--- src/design/krts_pkg.sv ---
// Package with the shared types and codes of the keyed record table.
`default_nettype none
package krts_pkg;
    typedef enum logic [2:0] {
        CMD_INSERT  = 3'd0,
        CMD_DISPLAY = 3'd1,
        CMD_SEARCH  = 3'd2,
        CMD_SORT    = 3'd3,
        CMD_DELETE  = 3'd4
    } cmd_t;

    typedef enum logic [2:0] {
        ST_OK    = 3'd0,
        ST_DUP   = 3'd1,
        ST_NONE  = 3'd2,
        ST_FULL  = 3'd3,
        ST_EMPTY = 3'd4
    } status_t;

    typedef enum logic [3:0] {
        S_IDLE,
        S_FIND,
        S_INS,
        S_DEL_RD,
        S_DEL_WR,
        S_SORT_KEY,
        S_SORT_CMP,
        S_SORT_WR,
        S_STREAM,
        S_EMIT,
        S_WAIT
    } fsm_t;

    localparam int REC_W = 96;
    typedef logic [REC_W-1:0] rec_t;

    function automatic logic [31:0] cost_of(input rec_t r);
        return r[31:0];
    endfunction

    function automatic logic [31:0] code_of(input rec_t r);
        return r[95:64];
    endfunction
endpackage
`default_nettype wire

--- src/design/krts_ram.sv ---
// Record memory: one write port, one registered read port.
`default_nettype none
module krts_ram
    import krts_pkg::*;
#(
    parameter int DEPTH = 16,
    parameter int AW = 4
) (
    input  wire logic          clk,
    input  wire logic          we,
    input  wire logic [AW-1:0] waddr,
    input  wire rec_t          wdata,
    input  wire logic [AW-1:0] raddr,
    output rec_t               rdata
);
    rec_t mem [DEPTH];

    always_ff @(posedge clk)
    begin
        if (we)
        begin
            mem[waddr] <= wdata;
        end
        rdata <= mem[raddr];
    end
endmodule
`default_nettype wire

--- src/design/keyed_record_table_sort.sv ---
// Top level of the keyed record table: command sequencer around one record memory.
// Usage
//   Input channel (valid/ready): command, item_code, item_quantity, item_cost.
//   Output channel (valid/ready): status, entry_index, out_code, out_quantity,
//   out_cost, last. Insert, search and delete give one item, display and sort
//   give one per record (or one table-empty item); the final item carries last.
//   Records sit in one synchronous memory of TABLE_DEPTH entries, one read per
//   cycle through a registered read port, so each step that looks at a record
//   costs a read slot.
// Operation
//   Insert, search and delete scan the table; delete then shifts the records
//   above the match down one place. Display reads and emits the records in
//   order. Sort is an insertion sort on the memory, followed by the display
//   pass. Undefined command codes are dropped and give no item.
//   One command is worked on at a time; in_ready is high only while idle with
//   no result waiting in the output register.
// Reset
//   rst_n clears the record count and sequencer; the table reads empty. Memory
//   contents are not cleared, entries past the count are never used.
// Stall
//   A result waits in the output register while out_valid is high and
//   out_ready is low; the sequencer holds until it is taken.
`default_nettype none
module keyed_record_table_sort
    import krts_pkg::*;
#(
    parameter int TABLE_DEPTH = 16
) (
    input  wire logic        clk,
    input  wire logic        rst_n,
    input  wire logic        in_valid,
    output logic             in_ready,
    input  wire logic [2:0]  command,
    input  wire logic [31:0] item_code,
    input  wire logic [31:0] item_quantity,
    input  wire logic [31:0] item_cost,
    output logic             out_valid,
    input  wire logic        out_ready,
    output logic [2:0]       status,
    output logic [3:0]       entry_index,
    output logic [31:0]      out_code,
    output logic [31:0]      out_quantity,
    output logic [31:0]      out_cost,
    output logic             last
);
    localparam int AW = (TABLE_DEPTH > 1) ? $clog2(TABLE_DEPTH) : 1;
    localparam int CW = $clog2(TABLE_DEPTH + 1);

    fsm_t state_reg, state_next;
    logic [2:0]    cmd_reg, cmd_next;
    logic [31:0]   key_reg, key_next;
    rec_t          item_reg, item_next;      // pending insert or sort key record
    logic [CW-1:0] count_reg, count_next;
    logic [CW-1:0] i_reg, i_next;            // scan / outer index
    logic [CW-1:0] j_reg, j_next;            // sort hole position
    logic          rd_pend_reg, rd_pend_next; // read issued last cycle

    logic             ov_reg, ov_next;
    logic [2:0]       st_reg, st_next;
    logic [3:0]       ix_reg, ix_next;
    rec_t             rec_reg, rec_next;
    logic             last_reg, last_next;

    logic          we;
    logic [AW-1:0] waddr, raddr;
    rec_t          wdata, rdata;

    krts_ram #(.DEPTH(TABLE_DEPTH), .AW(AW)) u_ram (
        .clk(clk), .we(we), .waddr(waddr), .wdata(wdata),
        .raddr(raddr), .rdata(rdata)
    );

    // hold off new commands until the last result has left the output register
    assign in_ready     = (state_reg == S_IDLE) && !ov_reg;
    assign out_valid    = ov_reg;
    assign status       = st_reg;
    assign entry_index  = ix_reg;
    assign out_code     = rec_reg[95:64];
    assign out_quantity = rec_reg[63:32];
    assign out_cost     = rec_reg[31:0];
    assign last         = last_reg;

    always_ff @(posedge clk or negedge rst_n)
    begin
        if (!rst_n)
        begin
            state_reg   <= S_IDLE;
            count_reg   <= '0;
            ov_reg      <= 1'b0;
            rd_pend_reg <= 1'b0;
        end
        else
        begin
            state_reg   <= state_next;
            count_reg   <= count_next;
            ov_reg      <= ov_next;
            rd_pend_reg <= rd_pend_next;
        end
    end

    always_ff @(posedge clk)
    begin
        cmd_reg  <= cmd_next;
        key_reg  <= key_next;
        item_reg <= item_next;
        i_reg    <= i_next;
        j_reg    <= j_next;
        st_reg   <= st_next;
        ix_reg   <= ix_next;
        rec_reg  <= rec_next;
        last_reg <= last_next;
    end

    // signed compare: prior cost greater than the key
    logic cost_gt;
    assign cost_gt = $signed(cost_of(rdata)) > $signed(cost_of(item_reg));

    always_comb
    begin
        state_next   = state_reg;
        cmd_next     = cmd_reg;
        key_next     = key_reg;
        item_next    = item_reg;
        count_next   = count_reg;
        i_next       = i_reg;
        j_next       = j_reg;
        rd_pend_next = 1'b0;
        ov_next      = ov_reg;
        st_next      = st_reg;
        ix_next      = ix_reg;
        rec_next     = rec_reg;
        last_next    = last_reg;
        we           = 1'b0;
        waddr        = i_reg[AW-1:0];
        wdata        = item_reg;
        raddr        = i_reg[AW-1:0];

        if (ov_reg && out_ready)
        begin
            ov_next = 1'b0;
        end

        unique case (state_reg)
            S_IDLE:
            begin
                if (in_valid && in_ready)
                begin
                    cmd_next  = command;
                    key_next  = item_code;
                    item_next = {item_code, item_quantity, item_cost};
                    i_next    = '0;
                    priority case (command)
                        CMD_INSERT, CMD_SEARCH, CMD_DELETE: state_next = S_FIND;
                        CMD_DISPLAY: state_next = S_STREAM;
                        CMD_SORT:
                        begin
                            i_next     = CW'(1);
                            state_next = S_SORT_KEY;
                        end
                        default: state_next = S_IDLE;
                    endcase
                end
            end

            // issue a read at i, check the returned entry the cycle after
            S_FIND:
            begin
                if (rd_pend_reg && code_of(rdata) == key_reg)
                begin
                    // match at i-1
                    ix_next  = 4'(i_reg - CW'(1));
                    rec_next = rdata;
                    last_next = 1'b1;
                    priority case (cmd_reg)
                        CMD_INSERT:
                        begin
                            st_next    = ST_DUP;
                            state_next = S_EMIT;
                        end
                        CMD_SEARCH:
                        begin
                            st_next    = ST_OK;
                            state_next = S_EMIT;
                        end
                        default:
                        begin
                            st_next    = ST_OK;
                            i_next     = i_reg - CW'(1);
                            state_next = S_DEL_RD;
                        end
                    endcase
                end
                else if (i_reg >= count_reg)
                begin
                    last_next = 1'b1;
                    if (cmd_reg == CMD_INSERT)
                    begin
                        if (count_reg >= CW'(TABLE_DEPTH))
                        begin
                            st_next    = ST_FULL;
                            ix_next    = '0;
                            rec_next   = '0;
                            state_next = S_EMIT;
                        end
                        else
                        begin
                            state_next = S_INS;
                        end
                    end
                    else
                    begin
                        st_next    = ST_NONE;
                        ix_next    = '0;
                        rec_next   = '0;
                        state_next = S_EMIT;
                    end
                end
                else
                begin
                    rd_pend_next = 1'b1;
                    i_next       = i_reg + CW'(1);
                end
            end

            S_INS:
            begin
                we         = 1'b1;
                waddr      = count_reg[AW-1:0];
                wdata      = item_reg;
                count_next = count_reg + CW'(1);
                st_next    = ST_OK;
                ix_next    = 4'(count_reg);
                rec_next   = item_reg;
                state_next = S_EMIT;
            end

            // shift entries above i down one place
            S_DEL_RD:
            begin
                if (i_reg + CW'(1) >= count_reg)
                begin
                    count_next = count_reg - CW'(1);
                    state_next = S_EMIT;
                end
                else
                begin
                    raddr      = AW'(i_reg + CW'(1));
                    state_next = S_DEL_WR;
                end
            end

            S_DEL_WR:
            begin
                we         = 1'b1;
                waddr      = i_reg[AW-1:0];
                wdata      = rdata;
                i_next     = i_reg + CW'(1);
                state_next = S_DEL_RD;
            end

            // fetch record i as the key, hole at i
            S_SORT_KEY:
            begin
                if (i_reg >= count_reg)
                begin
                    i_next     = '0;
                    state_next = S_STREAM;
                end
                else if (!rd_pend_reg)
                begin
                    rd_pend_next = 1'b1;
                end
                else
                begin
                    item_next  = rdata;
                    j_next     = i_reg;
                    raddr      = AW'(i_reg - CW'(1));
                    state_next = S_SORT_CMP;
                end
            end

            // rdata holds entry j-1
            S_SORT_CMP:
            begin
                if (cost_gt)
                begin
                    we         = 1'b1;
                    waddr      = j_reg[AW-1:0];
                    wdata      = rdata;
                    j_next     = j_reg - CW'(1);
                    if (j_reg == CW'(1))
                    begin
                        state_next = S_SORT_WR;
                    end
                    else
                    begin
                        raddr      = AW'(j_reg - CW'(2));
                        state_next = S_SORT_CMP;
                    end
                end
                else
                begin
                    state_next = S_SORT_WR;
                end
            end

            S_SORT_WR:
            begin
                we         = 1'b1;
                waddr      = j_reg[AW-1:0];
                wdata      = item_reg;
                i_next     = i_reg + CW'(1);
                state_next = S_SORT_KEY;
            end

            S_STREAM:
            begin
                if (count_reg == '0)
                begin
                    st_next    = ST_EMPTY;
                    ix_next    = '0;
                    rec_next   = '0;
                    last_next  = 1'b1;
                    state_next = S_EMIT;
                end
                else
                begin
                    raddr      = i_reg[AW-1:0];
                    state_next = S_WAIT;
                end
            end

            // data for entry i is on rdata; hold until output register free
            S_WAIT:
            begin
                raddr = i_reg[AW-1:0];
                if (!ov_reg || out_ready)
                begin
                    ov_next   = 1'b1;
                    st_next   = ST_OK;
                    ix_next   = 4'(i_reg);
                    rec_next  = rdata;
                    last_next = (i_reg + CW'(1) == count_reg);
                    i_next    = i_reg + CW'(1);
                    state_next = (i_reg + CW'(1) == count_reg) ? S_IDLE : S_WAIT;
                end
                else
                begin
                    state_next = S_WAIT;
                end
                if (state_next == S_WAIT && (!ov_reg || out_ready))
                begin
                    raddr      = AW'(i_reg + CW'(1));
                    state_next = S_STREAM;
                    i_next     = i_reg + CW'(1);
                end
            end

            S_EMIT:
            begin
                if (!ov_reg || out_ready)
                begin
                    ov_next    = 1'b1;
                    state_next = S_IDLE;
                end
            end

            default: state_next = S_IDLE;
        endcase
    end
endmodule
`default_nettype wire

--- config.mk ---
export PLATFORM = sky130hd
export DESIGN_NAME = keyed_record_table_sort
export DESIGN_NICKNAME = d
export VERILOG_FILES = /design/src/design/krts_pkg.sv /design/src/design/krts_ram.sv /design/src/design/keyed_record_table_sort.sv
export SDC_FILE = /design/constraint.sdc
export NUM_CORES = 2
export LEC_CHECK = 0
export ABC_AREA = 1
export BUFFER_PORTS_ARGS = -buffer_cell sky130_fd_sc_hd__clkbuf_2
export CAP_MARGIN = 20
export CORE_ASPECT_RATIO = 1.25
export CORE_MARGIN = 4
export CORE_UTILIZATION = 40
export DETAILED_ROUTE_END_ITERATION = 16
export GPL_ROUTABILITY_DRIVEN = 0
export HOLD_SLACK_MARGIN = 0.03
export PLACE_DENSITY = 0.68
export SLEW_MARGIN = 20
export SYNTH_ARGS = -nofsm -noshare
export SYNTH_HDL_FRONTEND = slang
export SYNTH_SLANG_ARGS = --single-unit
--- constraint.sdc ---
create_clock -name clk -period 11.6 [get_ports clk]
set_input_delay 1.74 -clock clk [delete_from_list [all_inputs] [get_ports clk]]
set_output_delay 1.74 -clock clk [all_outputs]
set_load 0.01 [all_outputs]
# [Word-level counts from Yosys, hierarchy flattened]
# Memory sizes are Yosys's and may differ from the RTL's. A register that Yosys moved wholly into a read port is not among the register bits.
# Cells that the tools add are included.
[classes] n_reduce_logical=30 magnitude_cmp=4 muxes=88 eq_ne=34 add_sub_neg=6
[ops] op="96-bit two-way mux" n=10
[ops] op="96-bit one-hot mux with 2 select lines" n=2
[ops] op="96-bit one-hot mux with 4 select lines" n=1
[ops] op="4-bit two-way mux" n=28
[ops] op="5-bit two-way mux" n=11
[ops] op="4-bit one-hot mux with 11 select lines" n=1
[ops] op="32-bit equality test" n=1
[ops] op="32-bit greater-than comparator" n=1
[ops] op="4-bit one-hot mux with 4 select lines" n=2
[ops] op="5-bit one-hot mux with 5 select lines" n=1
[ops] op="4-bit one-hot mux with 3 select lines" n=2
[ops] op="5-bit one-hot mux with 2 select lines" n=2
[ops] op="3-bit two-way mux" n=6
[ops] op="1-bit two-way mux" n=17
[ops] op="4-bit by 3-bit equality test with 1-bit output (second input constant)" n=4
[ops] op="4-bit equality test (second input constant)" n=4
[ops] op="2-bit != test (second input constant)" n=8
[ops] op="4-bit AND reduction" n=4
[ops] op="3-bit != test (second input constant)" n=5
[ops] op="5-bit by 1-bit subtractor with 5-bit output (second input constant)" n=3
[ops] op="3-bit one-hot mux with 4 select lines" n=1
[ops] op="5-bit by 1-bit adder with 5-bit output (second input constant)" n=2
[ops] op="5-bit greater-or-equal comparator" n=2
[ops] op="3-bit by 2-bit equality test with 1-bit output (second input constant)" n=3
[ops] op="other kinds (28)" n=41
[totals] word_cells=176 ramBits=1536 memories=1 out_inout_bits=106 regBits=256
[mem_list] name="u_ram.mem" depth=16 word_bits=96 rd=1 rd_ports_with_merged_regs=1 wr=1 line="krts_ram.sv:16" source="rec_t mem [DEPTH];"

# [Depth between registers and ports, before layout]
[logic_depth] word_depth=9 mapped_depth=28 mapped_depth_nobuf=25

# [Cells and area by module]
# A second synthesis with hierarchy kept.
[unflattened] cells_unflattened=8285 area_unflattened_um2=83786.6
[by_module_without_submodules] module="krts_ram" cells_per_inst=6302 instances=1 seq_area_each_um2=48046.1 area_each_um2=67643.6
[by_module_without_submodules] module="keyed_record_table_sort" cells_per_inst=1983 instances=1 seq_area_each_um2=7632.3 area_each_um2=16143.0

# [Worst setup path after synthesis]
# OpenSTA, ideal clock, no wires.
[synth_path] path_kind="input -> register" startpoint="input port in_valid" endpoint="register item_reg[0] (enable)" t_required_ps=10907 stages=3 setup_slack_ps=-918 t_arrival_ps=11825 setup_time_ps=693 cell_sequence="nor3b_1 -> nor2_1 -> a211oi_1"
[synth_via] elab_chain_len=3
[synth_rtl] item="start: declaration" line="keyed_record_table_sort.sv:31" source="input wire logic in_valid,"
[synth_rtl] item="1-bit logical AND" line="keyed_record_table_sort.sv:146" source="if (in_valid && in_ready)"
[synth_rtl] item="2-bit by 1-bit != test with 1-bit output (no line)"
[synth_rtl] item="4-bit AND reduction (no line)"
[synth_rtl] item="end signal: assignment" line="keyed_record_table_sort.sv:105" source="item_reg <= item_next;"
[synth_rtl] item="end: declaration" line="keyed_record_table_sort.sv:52" source="rec_t item_reg, item_next;"
# Every way passes these cells.
# A chain may end at the register's enable or synchronous reset.

# [Worst setup path after layout]
[layout_path] startpoint="register item_reg[31]" endpoint="memory u_ram.mem[12][56] in the netlist's numbering (enable)"
[layout_via] elab_chain_len=5
[layout_rtl] item="32-bit greater-than comparator *" line="keyed_record_table_sort.sv:116" source="assign cost_gt = $signed(cost_of(rdata)) > $signed(cost_of(item_reg));"
[layout_rtl] item="1-bit two-way mux" line="keyed_record_table_sort.sv:285" source="if (cost_gt)"
[layout_rtl] item="1-bit one-hot mux with 2 select lines" line="keyed_record_table_sort.sv:143" source="unique case (state_reg)"
[layout_rtl] item="1-bit two-way mux" line="krts_ram.sv:20" source="if (we)"
[layout_rtl] item="1-bit two-way mux (implied by the code)" line="krts_ram.sv:22" source="mem[waddr] <= wdata;"
[layout_rtl] item="end: declaration" line="krts_ram.sv:16"
# Mark *: on every way between the ends. The rest lies on a longest branch, timed or not.

==> flow_metrics.env <==
export IMPL_floorplan_io_pins=209
export IMPL_drive_gt1_frac=0.101
export IMPL_core_sq_um=195000
export IMPL_r2r_start="item_reg[31]"
export IMPL_leakage_nw=32.4
export IMPL_slew_viol_final=0
export IMPL_switching_share=0.411
export IMPL_drc=0
export IMPL_place_inst=9189
export IMPL_seq_power_share=0.373
export IMPL_reg2reg_to="u_ram.mem[12][56]"
export IMPL_num_vias=56000
export IMPL_tightest_slew_ns=1.33
export IMPL_port_buffers=208
export IMPL_syn_mean_instance_area_sq_um=11.6
export IMPL_pwr_share_comb=0.398
export IMPL_internal_power_mw=15.8
export IMPL_cts_tree="yes"
export IMPL_setup_tns_ns=0
export IMPL_crit_fanout=38
export IMPL_finalHoldViolCount=0
export IMPL_htree_num_levels=4
export IMPL_yosys_area_top_type="edfxtp_1"
export IMPL_clk_latency_ns=0.84
export IMPL_synthXorXnorAreaFrac=0.00312
export IMPL_cts_buffers=191
export IMPL_initial_core_util=0.403
export IMPL_grt_busiest_layer="met2"
export IMPL_nNetsFinal=6977
export IMPL_grt_start_max_net_pins=208
export IMPL_worstRegToRegCells=16
export IMPL_rows=181
export IMPL_area_growth_pct=12.6
export IMPL_dieHeight_um=504
export IMPL_largest_register="u_ram.mem"
export IMPL_drv_cap=0
export IMPL_drtIter0Drc=7888
export IMPL_synth_warnings=0
export IMPL_p_clk_frac=0.228
export IMPL_synth_top_family_by_area="simple AND/OR/NAND/NOR gates"
export IMPL_critPathCapture="u_ram.mem[12][56]"
export IMPL_grt_pass1_vias=53600
export IMPL_setup_violations=0
export IMPL_clkTransAtPathRegs_ns=0.06
export IMPL_synth_area_leaders="edfxtp_1 (68%), nand3_1 (13%), nand2_1 (7.0%)"
export IMPL_synthesis_area_sq_um=78700
export IMPL_fin_crit_ns=6.78
export IMPL_met3_usage=0.0446
export IMPL_ys_seq_area_frac=0.708
export IMPL_synth_enable_flop_cells=1781
export IMPL_crit_start="item_reg[31]"
export IMPL_skew_ns=0.0711
export IMPL_worstPathRequired_ns=12.04
export IMPL_wl_per_cell_um=23.9
export IMPL_ys_ff_latch=1888
export IMPL_ys_types=51
export IMPL_slew_limit_headroom=0.110
export IMPL_crit_type="flop to flop"
export IMPL_power_switching_mw=11.0
export IMPL_antenna_found_initial=9
export IMPL_rsz0062_at_grt="false"
export IMPL_grtUsageMet1=0.304
export IMPL_clock_fmax_mhz=147
export IMPL_endpoint_kind="flop"
export IMPL_cts_hold_buffers=0
export IMPL_p_per_area_nw_per_um2=302
export IMPL_dieArea_sq_um=204000
export IMPL_largest_register_ffs=1536
export IMPL_drt_pass1_iterations=6
export IMPL_hold_path_class="flop to flop"
export IMPL_cts_buffer_depth=3
export IMPL_gr_total_overflow=0
export IMPL_ir_drop_uv=373
export IMPL_min_period_over_period=0.585
export IMPL_cts_resized=0
export IMPL_outcome="finished clean"
export IMPL_synth_adder_area_share=0.00837
export IMPL_post_dp_hpwl_um=123000
export IMPL_synth_ff_type="edfxtp_1"
export IMPL_fin_cells=9559
export IMPL_post_cts_buffers=0
export IMPL_grtUsageMet2=0.336
export IMPL_synth_compound_area_share=0.0308
export IMPL_yosys_area_share_simple=0.208
export IMPL_die_x_um=405
export IMPL_ff2ff_setup_slack_ns=4.82
export IMPL_clock_sinks=1888
export IMPL_ant_nets=0
export IMPL_synthCells=6757
export IMPL_cp_data_arrival_time_ns=7.22
export IMPL_synth_area_mux_share=0
export IMPL_syn_num_nets=6912
export IMPL_final_util=0.454
export IMPL_vias_per_cell=5.86
export IMPL_cts_root_buf="clkbuf_16"
export IMPL_cp_start_kind="flop"
export IMPL_grt_use_total=0.217
export IMPL_ys_async_sr_fraction=0.00583
export IMPL_wirelength_um=229000
export IMPL_synthDominantCellAreaShare=0.680
export IMPL_grt_pass1_wl_um=341000
metal layers:
layer | up-vias | wire (um)
met5 | - | 27
met4 | 4 | 7500
met3 | 477 | 26000
met2 | 3452 | 105000
met1 | 27600 | 90700
li1 | 24500 | -
power by group through the flow:
stage / Clock [mW] / Sequential, mW / Combinational [mW]
finish: 6.11 / 9.99 / 10.7
global route: 6.45 / 10.0 / 11.6
CTS: 6.15 / 9.98 / 10.5
detailed placement: 0 / 10.1 / 10.4
global placement: 0 / 10.1 / 10.3
floorplan: 0 / 10.1 / 6.78
synth_stat cells (all sizes together), types with 2 or more instances:
cell and number:
nor3b 2, nor2 89, a21o 2, xnor2 6, nand4 14, ha 51, xor2 22, edfxtp 1781
a21oi 26, o21ai 229, o32ai 96, clkinv 2, a211oi 5, nand2 1471, inv 273, o22ai 6
dfrtp 11, dfxtp 96, buf 304, clkbuf 181, nor3 9, o211ai 11, o2111ai 4, nand3 2047
a221oi 3, or2 4
cell type report:
cell class / instances / area (sq um)
well taps: 2562 / 3210
fillers: 17200 / 106000
inverters: 275 / 1040
multi-input cells: 4109 / 20000
clock buffers: 264 / 5290
repair buffers: 357 / 2340
flip-flops and latches: 1888 / 55700
diodes: 5 / 12.5
clock inverters: 99 / 961
cell usage in the layout (no fill, tap or decap), types with 4 or more instances in the layout:
cell type / n
a211oi_1: 4
a21oi_1: 24
buf_12: 12
buf_4: 133
bufinv_16: 13
clkbuf_1: 52
clkbuf_16: 193
clkbuf_2: 208
clkbuf_8: 19
clkinv_1: 37
clkinv_2: 31
clkinv_4: 4
clkinv_8: 5
dfrtp_1: 11
dfxtp_1: 96
diode_2: 5
edfxtp_1: 1781
ha_1: 51
inv_1: 267
inv_2: 4
inv_6: 4
nand2_1: 1461
nand2_4: 6
nand3_1: 2045
nand4_1: 14
nor2_1: 67
nor2_4: 20
nor3_1: 8
o2111ai_1: 4
o211ai_1: 11
o21ai_0: 169
o21ai_1: 36
o21ai_2: 23
o22ai_1: 6
o32ai_1: 95
or2_2: 4
xnor2_1: 6
xor2_1: 22
worst min path at each step:
stage	start	to	cells past startpoint
CTS	count_reg[2]	count_reg[2]	2
global placement	count_reg[2]	count_reg[2]	2
finish	count_reg[2]	count_reg[2]	2
global route	cmd_reg[1]	status[0]	1
floorplan	count_reg[2]	count_reg[2]	2
detailed placement	count_reg[2]	count_reg[2]	2
stage by stage:
stage | total power, mW | hold slack [ns] | instance area, sq um | worst slack, ns
2_1_floorplan | 16.9 | 0.502 | 78700 | 2.38
3_5_place_dp | 20.5 | 0.560 | 82200 | 5.02
6_report | 26.8 | 0.573 | 88500 | 4.82
4_1_cts | 26.6 | 0.575 | 88400 | 4.98
3_3_place_gp | 20.4 | 0.542 | 82100 | 5.01
5_1_grt | 28.1 | 0.595 | 88500 | 4.47
cell families after synthesis:
| kind of cell | count (synthesis) |
|---|---|
| flip-flops | 1888 |
| adder cells (fa/ha/maj) | 52 |
| buffers and inverters | 760 |
| AO/OA/AOI/OAI | 390 |
| AND/OR/NAND/NOR | 3639 |
| XOR/XNOR | 28 |
critical path, stage by stage (launching register included):
cell and delay, ns:
edfxtp_1 0.33, inv_1 0.07, ha_1 0.53, nand2_1 0.13
nor2_1 0.16, nand4_1 0.14, nor3b_2 0.63, nand4_1 0.44
nand3_4 0.28, nand2_4 0.22, inv_1 0.20, o21ai_0 0.10
nand3_1 0.20, nand3_1 0.43, nor2_4 0.92, buf_4 0.78
buf_4 0.73
Note: power is estimated with default switching activity, not from simulation.
